### src/rtl/hcbd_pkg.sv
// shared types, constants and byte classification for the chunked body decoder
`timescale 1ns / 1ps
package hcbd_pkg;

  localparam int COUNT_WIDTH = 32;
  localparam int Q_DEPTH     = 2;
  localparam int Q_PTR_W     = (Q_DEPTH > 1) ? $clog2(Q_DEPTH) : 1;
  localparam int Q_CNT_W     = $clog2(Q_DEPTH + 1);

  localparam logic [1:0] ST_BUSY = 2'd0;
  localparam logic [1:0] ST_OK   = 2'd1;
  localparam logic [1:0] ST_ERR  = 2'd2;

  localparam logic [7:0] CH_CR    = 8'h0d;
  localparam logic [7:0] CH_LF    = 8'h0a;
  localparam logic [7:0] CH_SPACE = 8'h20;
  localparam logic [7:0] CH_TAB   = 8'h09;

  typedef struct packed {
    logic [7:0] in_byte;
    logic       in_last;
  } in_t;

  typedef struct packed {
    logic [7:0] out_byte;
    logic       out_valid;
    logic [1:0] status;
  } out_t;

  // pre-decoded request passed from front to back
  typedef struct packed {
    logic [7:0] data;
    logic       last;
    logic       is_hex;
    logic [3:0] hex_val;
    logic       is_cr;
    logic       is_lf;
    logic       is_blank;
  } cls_t;

  function automatic cls_t classify(input in_t item);
    cls_t c;
    logic [7:0] b;
    b         = item.in_byte;
    c.data    = b;
    c.last    = item.in_last;
    c.is_cr   = (b == CH_CR);
    c.is_lf   = (b == CH_LF);
    c.is_blank = (b == CH_SPACE) || (b == CH_TAB);
    c.is_hex  = 1'b1;
    c.hex_val = 4'd0;
    if (b >= 8'h30 && b <= 8'h39) begin
      c.hex_val = 4'(b - 8'h30);
    end else if (b >= 8'h61 && b <= 8'h66) begin
      c.hex_val = 4'(b - 8'h57);
    end else if (b >= 8'h41 && b <= 8'h46) begin
      c.hex_val = 4'(b - 8'h37);
    end else begin
      c.is_hex = 1'b0;
    end
    return c;
  endfunction

endpackage

### src/rtl/hcbd_front.sv
// front stage: takes input requests and classifies each byte
`timescale 1ns / 1ps
module hcbd_front (
  input  logic           clk,
  input  logic           rst,
  input  logic           push,
  input  hcbd_pkg::in_t  in_item,
  output logic           full,
  input  logic           q_full,
  output logic           q_wr,
  output hcbd_pkg::cls_t q_data
);

  logic           fv;
  hcbd_pkg::cls_t fcls;
  logic           load;

  assign full   = fv && q_full;
  assign load   = !fv || !q_full;
  assign q_wr   = fv && !q_full;
  assign q_data = fcls;

  always_ff @(posedge clk) begin
    if (rst) begin
      fv <= 1'b0;
    end else if (load) begin
      fv <= push;
    end
    if (load && push) begin
      fcls <= hcbd_pkg::classify(in_item);
    end
  end

endmodule

### src/rtl/hcbd_queue.sv
// short queue of classified requests between front and back
`timescale 1ns / 1ps
module hcbd_queue (
  input  logic           clk,
  input  logic           rst,
  input  logic           wr,
  input  hcbd_pkg::cls_t wr_data,
  output logic           q_full,
  input  logic           rd,
  output hcbd_pkg::cls_t rd_data,
  output logic           q_empty
);

  hcbd_pkg::cls_t                       mem [hcbd_pkg::Q_DEPTH];
  logic [hcbd_pkg::Q_PTR_W-1:0]         wptr;
  logic [hcbd_pkg::Q_PTR_W-1:0]         rptr;
  logic [hcbd_pkg::Q_CNT_W-1:0]         count;
  logic                                 do_wr;
  logic                                 do_rd;

  assign q_full  = (count == hcbd_pkg::Q_CNT_W'(hcbd_pkg::Q_DEPTH));
  assign q_empty = (count == '0);
  assign do_wr   = wr && !q_full;
  assign do_rd   = rd && !q_empty;
  assign rd_data = mem[rptr];

  function automatic logic [hcbd_pkg::Q_PTR_W-1:0] bump(
      input logic [hcbd_pkg::Q_PTR_W-1:0] p);
    logic [hcbd_pkg::Q_PTR_W-1:0] r;
    if (p == hcbd_pkg::Q_PTR_W'(hcbd_pkg::Q_DEPTH - 1)) r = '0;
    else r = p + 1'b1;
    return r;
  endfunction

  always_ff @(posedge clk) begin
    if (rst) begin
      wptr  <= '0;
      rptr  <= '0;
      count <= '0;
    end else begin
      if (do_wr) wptr <= bump(wptr);
      if (do_rd) rptr <= bump(rptr);
      if (do_wr && !do_rd) count <= count + 1'b1;
      else if (do_rd && !do_wr) count <= count - 1'b1;
    end
    if (do_wr) begin
      mem[wptr] <= wr_data;
    end
  end

endmodule

### src/rtl/hcbd_back.sv
// back stage: chunk framing state machine and result register
`timescale 1ns / 1ps
module hcbd_back (
  input  logic           clk,
  input  logic           rst,
  input  logic           q_empty,
  input  hcbd_pkg::cls_t q_data,
  output logic           q_rd,
  input  logic           pop,
  output logic           empty,
  output hcbd_pkg::out_t out_item
);

  localparam int CW = hcbd_pkg::COUNT_WIDTH;

  typedef enum logic [2:0] {
    PH_LINE_START,
    PH_SIZE,
    PH_DATA,
    PH_TRAIL_CR,
    PH_TRAIL_LF,
    PH_DONE
  } phase_t;

  phase_t          phase, phase_next;
  logic [CW-1:0]   left, left_next;
  logic            seen, seen_next;
  logic            ended, ended_next;
  logic            crp, crp_next;
  logic [1:0]      fstat, fstat_next;
  logic            ovalid;
  logic [7:0]      ob;
  logic            ov;
  logic            go;

  assign go    = !q_empty && (!ovalid || pop);
  assign q_rd  = go;
  assign empty = !ovalid;

  always_comb begin
    logic in_line;
    logic restart;
    phase_next = phase;
    left_next  = left;
    seen_next  = seen;
    ended_next = ended;
    crp_next   = crp;
    fstat_next = fstat;
    ob         = 8'd0;
    ov         = 1'b0;
    in_line    = 1'b0;
    restart    = 1'b0;

    unique case (phase)
      PH_LINE_START: restart = 1'b1;
      PH_SIZE:       in_line = 1'b1;
      PH_DATA: begin
        ob        = q_data.data;
        ov        = 1'b1;
        left_next = left - 1'b1;
        if (left == CW'(1)) phase_next = PH_TRAIL_CR;
      end
      PH_TRAIL_CR: begin
        if (q_data.is_cr) phase_next = PH_TRAIL_LF;
        else restart = 1'b1;
      end
      PH_TRAIL_LF: begin
        if (q_data.is_lf) phase_next = PH_LINE_START;
        else restart = 1'b1;
      end
      PH_DONE: ;
      default: ;
    endcase

    // a bare cr after data opens a size line that already saw its cr
    if (restart) begin
      in_line    = 1'b1;
      phase_next = PH_SIZE;
      left_next  = '0;
      seen_next  = 1'b0;
      ended_next = (phase == PH_TRAIL_LF);
      crp_next   = (phase == PH_TRAIL_LF);
    end

    if (in_line) begin
      if (crp_next && q_data.is_lf) begin
        crp_next = 1'b0;
        if (!seen_next) begin
          fstat_next = hcbd_pkg::ST_ERR;
          phase_next = PH_DONE;
        end else if (left_next == '0) begin
          fstat_next = hcbd_pkg::ST_OK;
          phase_next = PH_DONE;
        end else begin
          phase_next = PH_DATA;
        end
      end else begin
        crp_next = q_data.is_cr;
        if (q_data.is_cr) begin
          ended_next = 1'b1;
        end else if (!ended_next && !(!seen_next && q_data.is_blank)) begin
          if (!q_data.is_hex) begin
            ended_next = 1'b1;
          end else if (left_next[CW-1 -: 4] != 4'd0) begin
            fstat_next = hcbd_pkg::ST_ERR;
            phase_next = PH_DONE;
          end else begin
            left_next = {left_next[CW-5:0], q_data.hex_val};
            seen_next = 1'b1;
          end
        end
      end
    end

    if (q_data.last && phase_next != PH_DONE) begin
      if (phase_next == PH_LINE_START || phase_next == PH_TRAIL_CR)
        fstat_next = hcbd_pkg::ST_OK;
      else
        fstat_next = hcbd_pkg::ST_ERR;
      phase_next = PH_DONE;
    end
  end

  always_ff @(posedge clk) begin
    if (rst) begin
      phase  <= PH_LINE_START;
      left   <= '0;
      seen   <= 1'b0;
      ended  <= 1'b0;
      crp    <= 1'b0;
      fstat  <= hcbd_pkg::ST_BUSY;
      ovalid <= 1'b0;
    end else begin
      if (go) begin
        phase  <= phase_next;
        left   <= left_next;
        seen   <= seen_next;
        ended  <= ended_next;
        crp    <= crp_next;
        fstat  <= fstat_next;
        ovalid <= 1'b1;
      end else if (pop) begin
        ovalid <= 1'b0;
      end
    end
    if (go) begin
      out_item.out_byte  <= ob;
      out_item.out_valid <= ov;
      out_item.status    <= fstat_next;
    end
  end

endmodule

### src/rtl/http_chunked_body_decoder_core.sv
// top level of the http chunked body decoder
`timescale 1ns / 1ps
//
// channel   dir  handshake              payload
// input     in   push / full            in_item  (in_byte, in_last)
// result    out  pop / empty            out_item (out_byte, out_valid, status)
//
// one byte per clock sustained while results are popped; every accepted byte yields exactly one result
// a request reaches the ports through the classify register, which loads at the
// accepting edge, then a queue entry, then the result register
// the framing state machine in the back stage updates once per byte
// rst is synchronous, active high, and clears all control state; no clearing pass
// a stalled result side fills the result register, then the queue and the front
// register, then raises full
//
module http_chunked_body_decoder_core (
  input  logic           clk,
  input  logic           rst,
  input  logic           push,
  output logic           full,
  input  hcbd_pkg::in_t  in_item,
  input  logic           pop,
  output logic           empty,
  output hcbd_pkg::out_t out_item
);

  // front to queue
  logic           q_wr;
  hcbd_pkg::cls_t q_wdata;
  logic           q_full;

  // queue to back
  logic           q_rd;
  hcbd_pkg::cls_t q_rdata;
  logic           q_empty;

  // front: classify each byte (hex value, cr, lf, blank) into a register
  hcbd_front u_front (
    .clk     (clk),
    .rst     (rst),
    .push    (push),
    .in_item (in_item),
    .full    (full),
    .q_full  (q_full),
    .q_wr    (q_wr),
    .q_data  (q_wdata)
  );

  // two-entry queue decoupling front and back stalls
  hcbd_queue u_queue (
    .clk     (clk),
    .rst     (rst),
    .wr      (q_wr),
    .wr_data (q_wdata),
    .q_full  (q_full),
    .rd      (q_rd),
    .rd_data (q_rdata),
    .q_empty (q_empty)
  );

  // back: size line parse, data pass-through, trailer and end handling
  hcbd_back u_back (
    .clk      (clk),
    .rst      (rst),
    .q_empty  (q_empty),
    .q_data   (q_rdata),
    .q_rd     (q_rd),
    .pop      (pop),
    .empty    (empty),
    .out_item (out_item)
  );

`ifndef NO_ASSERTIONS
  // queue cannot be both full and empty
  a_queue_sane: assert property (@(posedge clk) disable iff (rst)
    !(q_full && q_empty))
    else $error("queue full and empty at once");

  // input backpressure only arises when the queue is full
  a_full_cause: assert property (@(posedge clk) disable iff (rst)
    full |-> q_full)
    else $error("full raised with room in queue");

  // non-payload results carry a zero byte
  a_zero_byte: assert property (@(posedge clk) disable iff (rst)
    (!empty && !out_item.out_valid) |-> (out_item.out_byte == 8'd0))
    else $error("non-payload result with nonzero byte");

  // a pending result with no pop keeps the queue from draining into it
  a_hold: assert property (@(posedge clk) disable iff (rst)
    (!empty && !pop) |-> !q_rd)
    else $error("queue read while result stalled");
`endif

endmodule
### config.mk
export PLATFORM = sky130hd
export DESIGN_NAME = http_chunked_body_decoder_core
export DESIGN_NICKNAME = d
export VERILOG_FILES = /design/src/rtl/hcbd_pkg.sv /design/src/rtl/hcbd_front.sv /design/src/rtl/hcbd_queue.sv /design/src/rtl/hcbd_back.sv /design/src/rtl/http_chunked_body_decoder_core.sv
export SDC_FILE = /design/constraint.sdc
export NUM_CORES = 1
export LEC_CHECK = 0
export BUFFER_PORTS_ARGS = -buffer_cell sky130_fd_sc_hd__buf_2
export CAP_MARGIN = 20
export CELL_PAD_IN_SITES_DETAIL_PLACEMENT = 1
export CELL_PAD_IN_SITES_GLOBAL_PLACEMENT = 2
export CORE_ASPECT_RATIO = 1.2
export CORE_MARGIN = 4
export CORE_UTILIZATION = 42
export CTS_BUF_LIST = sky130_fd_sc_hd__clkbuf_4
export DETAILED_ROUTE_END_ITERATION = 10
export HOLD_SLACK_MARGIN = 0.06
export PLACE_DENSITY_LB_ADDON = 0.1
export SLEW_MARGIN = 10
export SYNTH_ARGS = -nofsm -noshare
export SYNTH_HDL_FRONTEND = slang
export SYNTH_HIERARCHICAL = 1
export SYNTH_SLANG_ARGS = --single-unit
### constraint.sdc
create_clock -name clk -period 4.65 [get_ports clk]
set_input_delay 0.2325 -clock clk [delete_from_list [all_inputs] [get_ports clk]]
set_output_delay 0.2325 -clock clk [all_outputs]
set_load 0.01 [all_outputs]
======== Yosys cells after proc, flatten, opt, wreduce, memory -nomap -nowiden ========
Memories as Yosys holds them, arrays and structs flattened. A register that Yosys moved wholly into a read port is not among the register bits.
Index checks and enable logic that the tools add are counted.
word-level totals
  flip-flop bits (word level) ............. 74
  latch bits .............................. 0
  memory bits (writable) .................. 34
  bits in read-only memories .............. 0
  input port bits ......................... 13
  word-level logic and storage cells ...... 152
  memories kept ........................... 1
cells by class
  add/subtract/negate cells ............... 8
  multiply operators ...................... 0
  div/mod/pow operators ................... 0
  order comparisons ....................... 6
  equality and inequality tests ........... 12
  shifts and indexed selects .............. 0
  muxes and demuxes ....................... 68
  bitwise gates (word level) .............. 0
  reductions and logical operators ........ 36
memory list
  memory       depth  width  rd ports  clocked after Yosys merged registers in  write ports  line              source
  u_queue.mem  2      17     1         1                                        1            hcbd_queue.sv:14  hcbd_pkg::cls_t mem [hcbd_pkg::Q_DEPTH];
operators with widths
  kind                     count
  $mux W32                 8
  $mux W3                  13
  $eq A32 B1 Y1 const B    1
  $logic_not A32 Y1        1
  $sub A32 B1 Y32 const B  1
  $mux W1                  30
  $eq A8 B4 Y1 const B     3
  $mux W2                  12
  $ge A8 B7 Y1 const B     2
  $le A8 B7 Y1 const B     2
  $logic_and A1 B1 Y1      15
  $mux W4                  3
  $eq A3 B2 Y1 const B     3
  $logic_not A1 Y1         9
  $pmux W3 S3              1
  $eq A8 B6 Y1 const B     1
  $ge A8 B6 Y1 const B     1
  $le A8 B6 Y1 const B     1
  $sub A4 B3 Y4 const B    2
  $logic_not A3 Y1         2
  $logic_or A1 B1 Y1       4
  $reduce_bool A2 Y1       2
  $reduce_bool A4 Y1       1
  $sub A4 B1 Y4 const B    1
  other kinds (10)         11

======== Logic depth before layout (Yosys ltp) ========
Gate-level depths: netlist of run 1.
  word-level depth ........................ 15
  mapped depth ............................ 13
  depth with buffers taken out ............ 11

======== Modules after synthesis ========
The synthesis of run 1 kept the hierarchy.
modules (own cells, without submodules)
  module      times used  cells an instance  area an instance (µm²)  sequential area each (µm²)
  hcbd_back   1           471                3673.5                  1151.1
  hcbd_queue  1           78                 1442.6                  1121.1
  hcbd_front  1           58                 815.8                   530.5

======== Least setup slack after synthesis of run 1 ========
Ideal clock, no wire load.
  kind .................................... reg2reg
  start point ............................. register with a tool-made name
  end point ............................... register u_back/out_item[1] (netlist name)
  library setup time ...................... 280 ps
  arrival time ............................ 3278 ps
  slack ................................... 1092 ps
  stages on the path, launching flop included .. 12
  cells stage by stage .................... dfxtp_1 > buf_4 > mux2_2 > a211oi_1 > or2_1 > clkbuf_1 > nor2_1 > or4_1 > or4b_4 > o41a_1 > o21ai_0 > a21oi_1

==> impl_metrics.env, run 1 <==
export IMPL_overflow=0
export IMPL_crit_family="simple AND/OR/NAND/NOR gates"
export IMPL_post_cts_buffers=0
export IMPL_grt_pass1_vias=4911
export IMPL_syn_nets=627
export IMPL_grt_util_all_layers=0.200
export IMPL_startpoint_type="flop"
export IMPL_multi_input_area_um2=2920
export IMPL_vias=4708
export IMPL_cts_root_buf="clkbuf_4"
export IMPL_post_route_min_period_ps=4110
export IMPL_min_period_over_period=0.885
export IMPL_fin_nets=653
export IMPL_synthArstFlopShare=0
export IMPL_wire_per_inst_um=19.2
export IMPL_die_h_um=138
export IMPL_drc=0
export IMPL_wirelength_mm=15.6
export IMPL_numCtsBuffers=9
export IMPL_path_cells="buf_4, mux2_2, and4bb_2, or2_1, buf_4, a31oi_1, or4_1, or4b_4, o41a_1, o21ai_0, a21oi_1"
export IMPL_cp_required_ps=4890
export IMPL_min_delay_start="rst"
export IMPL_fmax_mhz=243
export IMPL_postCtsHoldBufs=11
export IMPL_power_density_nw_per_um2=601
export IMPL_dr_pass1_iters=4
export IMPL_irDropWorstVdd_mv=0.344
export IMPL_crit_path_end_kind="flop"
export IMPL_io_pins=26
export IMPL_critPathSlowestCell="or4b_4"
export IMPL_tightest_slew_ps=1010
export IMPL_synthFlopType="edfxtp_1"
export IMPL_dp_cells=782
export IMPL_layout_drive_gt1_share=0.143
export IMPL_first_iter_violations=268
export IMPL_core_um2=13800
export IMPL_regArea_um2=2800
export IMPL_insertedDiodeCount=0
export IMPL_syn_to_final_growth_pct=9.28
export IMPL_path_class="flop to flop"
export IMPL_portBuffers=25
export IMPL_path_buf_inv=2
export IMPL_dp_hpwl_mm=11.3
export IMPL_hold_viol_final=0
export IMPL_p_leak_nw=2.37
export IMPL_syn_area_um2=5930
export IMPL_total_power_mw=3.90
export IMPL_start_util=0.429
export IMPL_yosysSeqAreaShare=0.472
export IMPL_antenna_found_initial=0
export IMPL_synth_distinct_cells=68
export IMPL_cp_max_fo=15
export IMPL_vias_per_cell=5.82
export IMPL_synth_seq_cells=109
export IMPL_place_congestion=0.847
export IMPL_setup_tns_ps=0
export IMPL_clock_latency_ps=500
export IMPL_synth_warnings=6
export IMPL_htree_levels=3
export IMPL_crit_arrival_ps=4350
export IMPL_cts_sinks=109
export IMPL_finClkSkew_ps=24.7
export IMPL_syn_inst=607
export IMPL_final_cells=809
export IMPL_postRouteAntennaNets=0
export IMPL_crit_top_cell="buf_4"
export IMPL_grt_pass1_wl_mm=25.4
export IMPL_clk_pin_slew_ps=180
export IMPL_fp_dieW_um=116
export IMPL_cp_slowest_stage_delay_ps=560
export IMPL_synth_edf_count=62
export IMPL_utilization=0.469
export IMPL_rsz0062_at_grt="no"
export IMPL_drv_cap=0
export IMPL_cts_resized=0
export IMPL_clock_path_buffers=2
export IMPL_setup_viol=0
export IMPL_holdWs_ps=365
export IMPL_status="finished clean"
export IMPL_final_common_cell="nor2_1"
export IMPL_layout_common_cells="nor2_1 (87), edfxtp_1 (62), dfxtp_1 (47), nor3_1 (32)"
export IMPL_syn_area_per_cell_um2=9.77
export IMPL_n_fill_cell=1566
export IMPL_relSlewSlack=0.329
export IMPL_slew_violations=0
export IMPL_cts_tree="built"
export IMPL_num_rows=47
export IMPL_die_area_um2=16100
export IMPL_hold_class="input pin to flop"
export IMPL_grt_max_degree=67
-- flip-flops by register name (all words and copies together) (netlist names), 2 cells and up, named ones only --
name	cells
u_back/fstat	2
u_queue/mem	34
u_back/out_item	11
u_back/left	32
u_back/phase	3
u_queue/count	2
u_front/q_data	17
-- synth_stat cells, types with 3 or more instances --
cell | count | area, um2
nor2_1 | 87 | 327
edfxtp_1 | 62 | 1860
dfxtp_1 | 47 | 941
nor3_1 | 32 | 160
a211oi_1 | 30 | 225
nand2_1 | 30 | 113
clkbuf_1 | 29 | 109
a21oi_1 | 24 | 120
o21ai_0 | 22 | 110
mux2_2 | 18 | 203
mux2i_1 | 18 | 180
inv_1 | 15 | 56.3
and2_1 | 14 | 87.6
or3_1 | 13 | 81.3
xnor2_1 | 13 | 114
xor2_1 | 11 | 96.3
nor4_1 | 10 | 62.6
nand2b_1 | 9 | 56.3
nand3_1 | 8 | 40.0
ha_1 | 7 | 87.6
nor2b_1 | 7 | 43.8
nor3b_1 | 7 | 52.6
nand4_1 | 6 | 37.5
or4_1 | 6 | 45.0
and3_1 | 5 | 31.3
a21o_1 | 4 | 30.0
nand3b_1 | 4 | 30.0
o21a_1 | 4 | 30.0
o21bai_1 | 4 | 30.0
or2_1 | 4 | 25.0
a22oi_1 | 3 | 22.5
and4bb_2 | 3 | 37.5
o31ai_1 | 3 | 22.5
o32ai_1 | 3 | 26.3
-- layer usage --
metal / part of all wire / track usage / vias to the layer above / wire [um]
met3: 0.027 / 0.0310 / 28 / 422
met1: 0.41 / 0.234 / 2308 / 6380
met4: 0.029 / 0.0831 / 0 / 449
met5: 0 / 0 / - / 0
met2: 0.53 / 0.356 / 70 / 8290
li1: - / - / 2302 / -
-- cell type report --
cell class | count | share of cell area
multi-input cells | 447 | 0.450
flip-flops and latches | 109 | 0.432
repair buffers | 51 | 0.0537
well taps | 171 | 0.0330
clock inverters | 7 | 0.0114
clock buffers | 9 | 0.0104
inverters | 15 | 0.00869
-- kinds of logic (layout without fill, tap and decap cells) --
family          after synthesis  in the layout  share of synthesized area
compound gates              121            121                      0.142
xor+xnor                     24             24                     0.0354
fa+ha+maj                     7              7                     0.0148
buf+inv                      51             82                     0.0352
flops                       109            109                      0.472
mux                          37             37                     0.0683
simple gates                258            258                      0.232
-- path summary, 6_finish.rpt --
kind	slack, ps	depth (start not counted)	to
worst max-delay path	540	11	u_back/out_item[1]
worst min-delay path	360	2	u_back/left[28]
worst max register to register	540	11	u_back/out_item[1]
worst min register to register	450	0	u_queue/mem[0][9]
-- worst register-to-register path: stages (launching register included) --
cell and delay (ps):
dfxtp_1 460, buf_4 250, mux2_2 420, and4bb_2 350, or2_1 160, buf_4 220
a31oi_1 80, or4_1 520, or4b_4 560, o41a_1 440, o21ai_0 300, a21oi_1 110
-- report_power, final --
group          internal [mW]  switching, mW
Sequential              1.28          0.250
Clock                  0.127          0.363
Combinational          0.694           1.18
-- stage by stage --
stage,setup slack (ps),area (um2)
CTS,512,6480
detailed placement,536,6230
finish,536,6480
global placement,608,6230
global route,317,6480
floorplan,1090,5930
(Power assumes the default switching activity.)
==> inputs of run 2 (changes only) <==
--- a/config.mk
+++ b/config.mk
@@ -5,13 +5,14 @@
 export SDC_FILE = /design/constraint.sdc
 export NUM_CORES = 1
 export LEC_CHECK = 0
+export ABC_AREA = 1
 export BUFFER_PORTS_ARGS = -buffer_cell sky130_fd_sc_hd__buf_2
 export CAP_MARGIN = 20
 export CELL_PAD_IN_SITES_DETAIL_PLACEMENT = 1
 export CELL_PAD_IN_SITES_GLOBAL_PLACEMENT = 2
 export CORE_ASPECT_RATIO = 1.2
 export CORE_MARGIN = 4
-export CORE_UTILIZATION = 42
+export CORE_UTILIZATION = 38
 export CTS_BUF_LIST = sky130_fd_sc_hd__clkbuf_4
 export DETAILED_ROUTE_END_ITERATION = 10
 export HOLD_SLACK_MARGIN = 0.06
==> impl_metrics.env, run 2 <==
export IMPL_power_density_nw_per_um2=582
export IMPL_syn_inst=783
export IMPL_num_rows=50
export IMPL_dp_cells=999
export IMPL_relSlewSlack=0.323
export IMPL_syn_area_um2=6130
export IMPL_postRouteAntennaNets=0
export IMPL_dr_pass1_iters=4
export IMPL_vias_per_cell=5.14
export IMPL_start_util=0.391
export IMPL_crit_path_end_kind="flop"
export IMPL_portBuffers=25
export IMPL_layout_drive_gt1_share=0.143
export IMPL_crit_arrival_ps=3870
export IMPL_clock_latency_ps=500
export IMPL_holdWs_ps=290
export IMPL_wire_per_inst_um=16.8
export IMPL_cp_max_fo=36
export IMPL_critPathSlowestCell="nor2_4"
export IMPL_synth_area_top_cells="edfxtp_1 (30%), dfxtp_1 (15%), nand2_1 (10%), inv_1 (6.4%), nand3_1 (5.6%)"
export IMPL_fin_nets=833
export IMPL_wirelength_mm=17.3
export IMPL_clk_pin_slew_ps=190
export IMPL_grt_util_all_layers=0.201
export IMPL_numCtsBuffers=9
export IMPL_fmax_mhz=280
export IMPL_cts_root_buf="clkbuf_4"
export IMPL_largest_register_ffs=34
export IMPL_hold_depth=2
export IMPL_cts_sinks=109
export IMPL_grt_pass1_wl_mm=28.6
export IMPL_syn_nets=803
export IMPL_synth_seq_cells=109
export IMPL_tightest_slew_ps=1010
export IMPL_grt_pass1_vias=5645
export IMPL_syn_area_per_cell_um2=7.83
export IMPL_min_period_over_period=0.769
export IMPL_top_register="u_queue/mem"
export IMPL_clock_path_buffers=2
export IMPL_antenna_found_initial=1
export IMPL_fp_dieW_um=124
export IMPL_final_common_cell="nand2_1"
export IMPL_startpoint_type="flop"
export IMPL_path_class="flop to flop"
export IMPL_setup_tns_ps=0
export IMPL_layout_common_cells="nand2_1 (170), inv_1 (105), nor2_1 (90), nand3_1 (69), edfxtp_1 (62)"
export IMPL_synth_warnings=6
export IMPL_yosysSeqAreaShare=0.457
export IMPL_cts_tree="built"
export IMPL_finClkSkew_ps=31.6
export IMPL_final_cells=1027
export IMPL_irDropWorstVdd_mv=0.202
export IMPL_slew_violations=0
export IMPL_synth_distinct_cells=45
export IMPL_hold_viol_final=0
export IMPL_p_leak_nw=2.98
export IMPL_die_h_um=147
export IMPL_first_iter_violations=312
export IMPL_yosys_top_cells_count="nand2_1 (170), inv_1 (105), nor2_1 (90)"
export IMPL_rsz0062_at_grt="no"
export IMPL_synthFlopType="edfxtp_1"
export IMPL_post_route_min_period_ps=3580
export IMPL_setup_viol=0
export IMPL_core_um2=15700
export IMPL_drc=0
export IMPL_utilization=0.426
export IMPL_path_cells="buf_4, mux2_2, inv_1, nand3_1, nand2_2, nor2_4, nand3_1, nand3_1, nor2_1, nand4_1, nor2_1, nand2_1, nand2_1, nand2_1, nand2_1, nor2_1, nand3_2, nand2_1, inv_1"
export IMPL_cp_required_ps=4940
export IMPL_crit_top_cell="nand2_1"
export IMPL_status="finished clean"
export IMPL_synthArstFlopShare=0
export IMPL_cts_resized=0
export IMPL_n_fill_cell=1938
export IMPL_drv_cap=0
export IMPL_dp_hpwl_mm=12.7
export IMPL_syn_to_final_growth_pct=9.08
export IMPL_htree_levels=3
export IMPL_overflow=0
export IMPL_yosysMostFrequentCell="nand2_1"
export IMPL_die_area_um2=18200
export IMPL_io_pins=26
export IMPL_synth_top_cell_area_share=0.304
export IMPL_synth_edf_count=62
export IMPL_place_congestion=0.817
export IMPL_hold_class="input pin to flop"
export IMPL_reg2regPathDepth=19
export IMPL_vias=5283
export IMPL_grt_max_degree=54
export IMPL_cp_slowest_stage_delay_ps=760
export IMPL_yosysTopAreaCell="edfxtp_1"
[run 2: critical path, delay by kind of cell (launching register included)]
kind | cells | cell delay [ps]
AND/OR/NAND/NOR | 15 | 2420
flip-flops | 1 | 350
multiplexers | 1 | 230
buffers and inverters | 3 | 360
[run 2: cell families (layout without fill, tap and decap cells)]
| kind of cell | Yosys count | count (layout) | share of synthesized area |
|---|---|---|---|
| AOI/OAI and AO/OA | 124 | 124 | 0.111 |
| xor gates and xnor gates | 1 | 1 | 0.00143 |
| adders and majority gates | 7 | 7 | 0.0143 |
| buffers and inverters | 137 | 172 | 0.0924 |
| DFF | 109 | 109 | 0.457 |
| muxes | 17 | 17 | 0.0373 |
| other | 0 | 1 | 0 |
| and+or+nand+nor | 388 | 388 | 0.286 |
[run 2: final timing paths]
| kind | start | end | slack, ps |
|---|---|---|---|
| hold / removal | rst | u_back/phase[1] | 290 |
| setup / recovery | flop | u_back/out_item[1] | 1070 |
| setup reg to reg | flop | u_back/out_item[1] | 1070 |
| hold reg to reg | u_front/q_data[6] | u_queue/mem[0][6] | 460 |
[run 2: what timing repair did]
action	in CTS	in global routing
hold buffers	11	0
buffers inserted	0	0
endpoints found under the hold margin	11	0
setup endpoints to repair	0	0
[run 2: through the flow]
stage                     power (mW)  worst slack [ps]  cell area, um2
after floorplan                 2.88              2100            6130
after global placement          3.37              1040            6430
after detailed placement        3.43               951            6430
after CTS                       3.94               942            6690
after global routing            4.26               668            6690
final                           3.89              1070            6690
[run 2: routing by layer]
metal | up-vias | GRT usage | wire, um
met5 | - | 0 | 0
met4 | 0 | 0.0827 | 584
met3 | 31 | 0.0246 | 311
met2 | 63 | 0.378 | 9410
met1 | 2550 | 0.222 | 6950
li1 | 2639 | - | -
[run 2: layout make-up]
cell class	count	area (um2)	area share
antenna	1	2.50	0.000374
clock buffer	9	67.6	0.0101
clock inverter	7	73.8	0.0110
inverter	114	428	0.0640
multi-input combinational	537	2770	0.415
sequential	109	2800	0.419
tap	208	260	0.0389
timing repair buffer	42	280	0.0419
[run 2: power breakdown]
part	total (mW)	leakage, nW	internal [mW]	switching [mW]
clock	0.493	0.0777	0.128	0.365
combinational	1.98	1.93	0.580	1.40
sequential	1.42	0.975	1.25	0.167
total	3.89	2.98	1.96	1.93
==> inputs of run 3 (changes only) <==
--- a/config.mk
+++ b/config.mk
@@ -12,7 +12,7 @@
 export CELL_PAD_IN_SITES_GLOBAL_PLACEMENT = 2
 export CORE_ASPECT_RATIO = 1.2
 export CORE_MARGIN = 4
-export CORE_UTILIZATION = 38
+export CORE_UTILIZATION = 35
 export CTS_BUF_LIST = sky130_fd_sc_hd__clkbuf_4
 export DETAILED_ROUTE_END_ITERATION = 10
 export HOLD_SLACK_MARGIN = 0.06
==> constraint.sdc (replaced) <==
create_clock -name clk -period 2.95 [get_ports clk]
set_input_delay 0.1475 -clock clk [delete_from_list [all_inputs] [get_ports clk]]
set_output_delay 0.1475 -clock clk [all_outputs]
set_load 0.01 [all_outputs]
==> impl_metrics.env, run 3 (same netlist as run 2, synthesis figures left out) <==
export IMPL_place_congestion=0.876
export IMPL_drc=0
export IMPL_fp_dieW_um=129
export IMPL_crit_arrival_ps=3200
export IMPL_die_area_um2=19700
export IMPL_first_iter_violations=258
export IMPL_grt_util_all_layers=0.198
export IMPL_top_register="u_queue/mem"
export IMPL_grt_use_met2=0.373
export IMPL_largest_register_ffs=34
export IMPL_finClkSkew_ps=28.7
export IMPL_cts_root_buf="clkbuf_4"
export IMPL_multi_input_area_um2=2940
export IMPL_seqPwrFrac=0.329
export IMPL_irDropWorstVdd_mv=0.394
export IMPL_overflow=0
export IMPL_utilization=0.427
export IMPL_postRouteAntennaNets=0
export IMPL_layout_drive_gt1_share=0.224
export IMPL_insertedDiodeCount=0
export IMPL_die_h_um=153
export IMPL_path_class="flop to flop"
export IMPL_fmax_mhz=360
export IMPL_n_fill_cell=2099
export IMPL_wirelength_mm=19.0
export IMPL_ff2ff_setup_slack_ps=170
export IMPL_cp_max_fo=6
export IMPL_r2r_start="u_queue/mem[1][1]"
export IMPL_regArea_um2=2820
export IMPL_crit_path_start="u_queue/mem[1][1]"
export IMPL_clock_path_buffers=2
export IMPL_layout_common_cells="nand2_1 (163), inv_1 (103), nor2_1 (77), nand3_1 (65), edfxtp_1 (62)"
export IMPL_timing_rr_end="u_back/phase[0]"
export IMPL_grt_util_met3=0.0223
export IMPL_power_frac_clock=0.113
export IMPL_pwr_share_comb=0.559
export IMPL_power_density_nw_per_um2=946
export IMPL_tightest_slew_ps=651
export IMPL_cts_sinks=109
export IMPL_final_cells=1077
export IMPL_grt_pass1_wl_mm=30.9
export IMPL_wire_per_inst_um=17.6
export IMPL_grtUsageMet1=0.222
export IMPL_num_rows=52
export IMPL_crit_path_end_kind="flop"
export IMPL_cts_tree="built"
export IMPL_start_util=0.360
export IMPL_syn_to_final_growth_pct=18.6
export IMPL_busiest_layer="met2"
export IMPL_cp_slowest_stage_delay_ps=410
export IMPL_vias=5505
export IMPL_dp_hpwl_mm=14.4
export IMPL_startpoint_type="flop"
export IMPL_reg2regPathDepth=23
export IMPL_setup_ws_ps=171
export IMPL_p_sw_mw=3.33
export IMPL_slew_violations=0
export IMPL_io_pins=26
export IMPL_switching_share=0.485
export IMPL_relSlewSlack=0.565
export IMPL_place_worst_setup_slack_ps=18.3
export IMPL_hold_class="input pin to flop"
export IMPL_critPathSlowestCell="edfxtp_1"
export IMPL_portBuffers=25
export IMPL_dp_cells=1040
export IMPL_core_um2=17000
export IMPL_clk_pin_slew_ps=190
export IMPL_p_leak_nw=3.24
export IMPL_fin_nets=876
export IMPL_drv_cap=0
export IMPL_dr_pass1_iters=4
export IMPL_setup_worst_path_end="u_back/phase[0]"
export IMPL_final_common_cell="nand2_1"
export IMPL_antenna_found_initial=0
export IMPL_setup_viol=0
export IMPL_status="finished clean"
export IMPL_clock_latency_ps=500
export IMPL_path_cells="mux2_4, inv_1, nand3_2, nand2_2, nor2_4, buf_12, nand3_1, nand2_2, nor2_4, nand2_2, nor2_2, nand2_1, nor2_2, nand2_2, nand2_4, nand2_4, nor2_4, nand2_1, nand2_2, buf_4, nand3_1, nand2_1, inv_1"
export IMPL_htree_levels=3
export IMPL_cp_required_ps=3370
export IMPL_setup_tns_ps=0
export IMPL_crit_top_cell="nand2_2"
export IMPL_post_route_min_period_ps=2780
export IMPL_hold_viol_final=0
export IMPL_grt_max_degree=38
export IMPL_vias_per_cell=5.11
export IMPL_grt_pass1_vias=5963
export IMPL_p_int_mw=3.55
export IMPL_numCtsBuffers=9
export IMPL_min_period_over_period=0.942
run 3: metrics by stage:
step                      total power, mW  hold slack, ps  instance area, um2
after floorplan                      4.53             217                6130
after global placement               5.68             332                6730
after detailed placement             5.77             327                6730
after CTS                            6.59             339                7000
after global routing                 7.47             347                7270
final                                6.88             391                7270
run 3: worst min path at each step:
| stage | start | to | slack, ps | cells past startpoint |
|---|---|---|---|---|
| 2_1_floorplan | rst | u_front/fv | 220 | 1 |
| 3_3_place_gp | in_item[0] | u_front/q_data[8] | 330 | 1 |
| 3_5_place_dp | in_item[0] | u_front/q_data[8] | 330 | 1 |
| 4_1_cts | in_item[0] | u_front/q_data[8] | 340 | 2 |
| 5_1_grt | in_item[0] | u_front/q_data[8] | 350 | 2 |
| 6_report | in_item[0] | u_front/q_data[8] | 390 | 2 |
run 3: layer usage:
layer | wire length, um | share of wire
met2 | 10500 | 0.55
met1 | 7590 | 0.40
met5 | 0 | 0
met3 | 375 | 0.020
met4 | 503 | 0.027
run 3: timing repair:
item                                    4_1_cts  5_1_grt
hold endpoints to repair                     19        0
resized for setup                             0       57
hold buffers                                 14        0
endpoints found under the setup margin        0       23
setup buffers                                 0        5
run 3: worst max-delay path, delay by kind of cell, from the launching register on:
| kind | cells | cell delay [ps] |
|---|---|---|
| buffers and inverters | 4 | 370 |
| and+or+nand+nor | 18 | 1630 |
| DFF | 1 | 410 |
| muxes | 1 | 270 |
run 3: layout make-up:
cell class                 count  area share
sequential                   109       0.388
multi-input combinational    537       0.404
tap                          216      0.0372
inverter                     114      0.0592
clock buffer                   9     0.00929
timing repair buffer          85      0.0940
clock inverter                 7     0.00895
run 3: power by group through the flow:
stage | Clock, mW | Sequential [mW] | Combinational, mW
finish | 0.775 | 2.26 | 3.85
floorplan | 0 | 2.22 | 2.31
global route | 0.879 | 2.30 | 4.29
detailed placement | 0 | 2.28 | 3.50
global placement | 0 | 2.26 | 3.41
CTS | 0.815 | 2.25 | 3.53
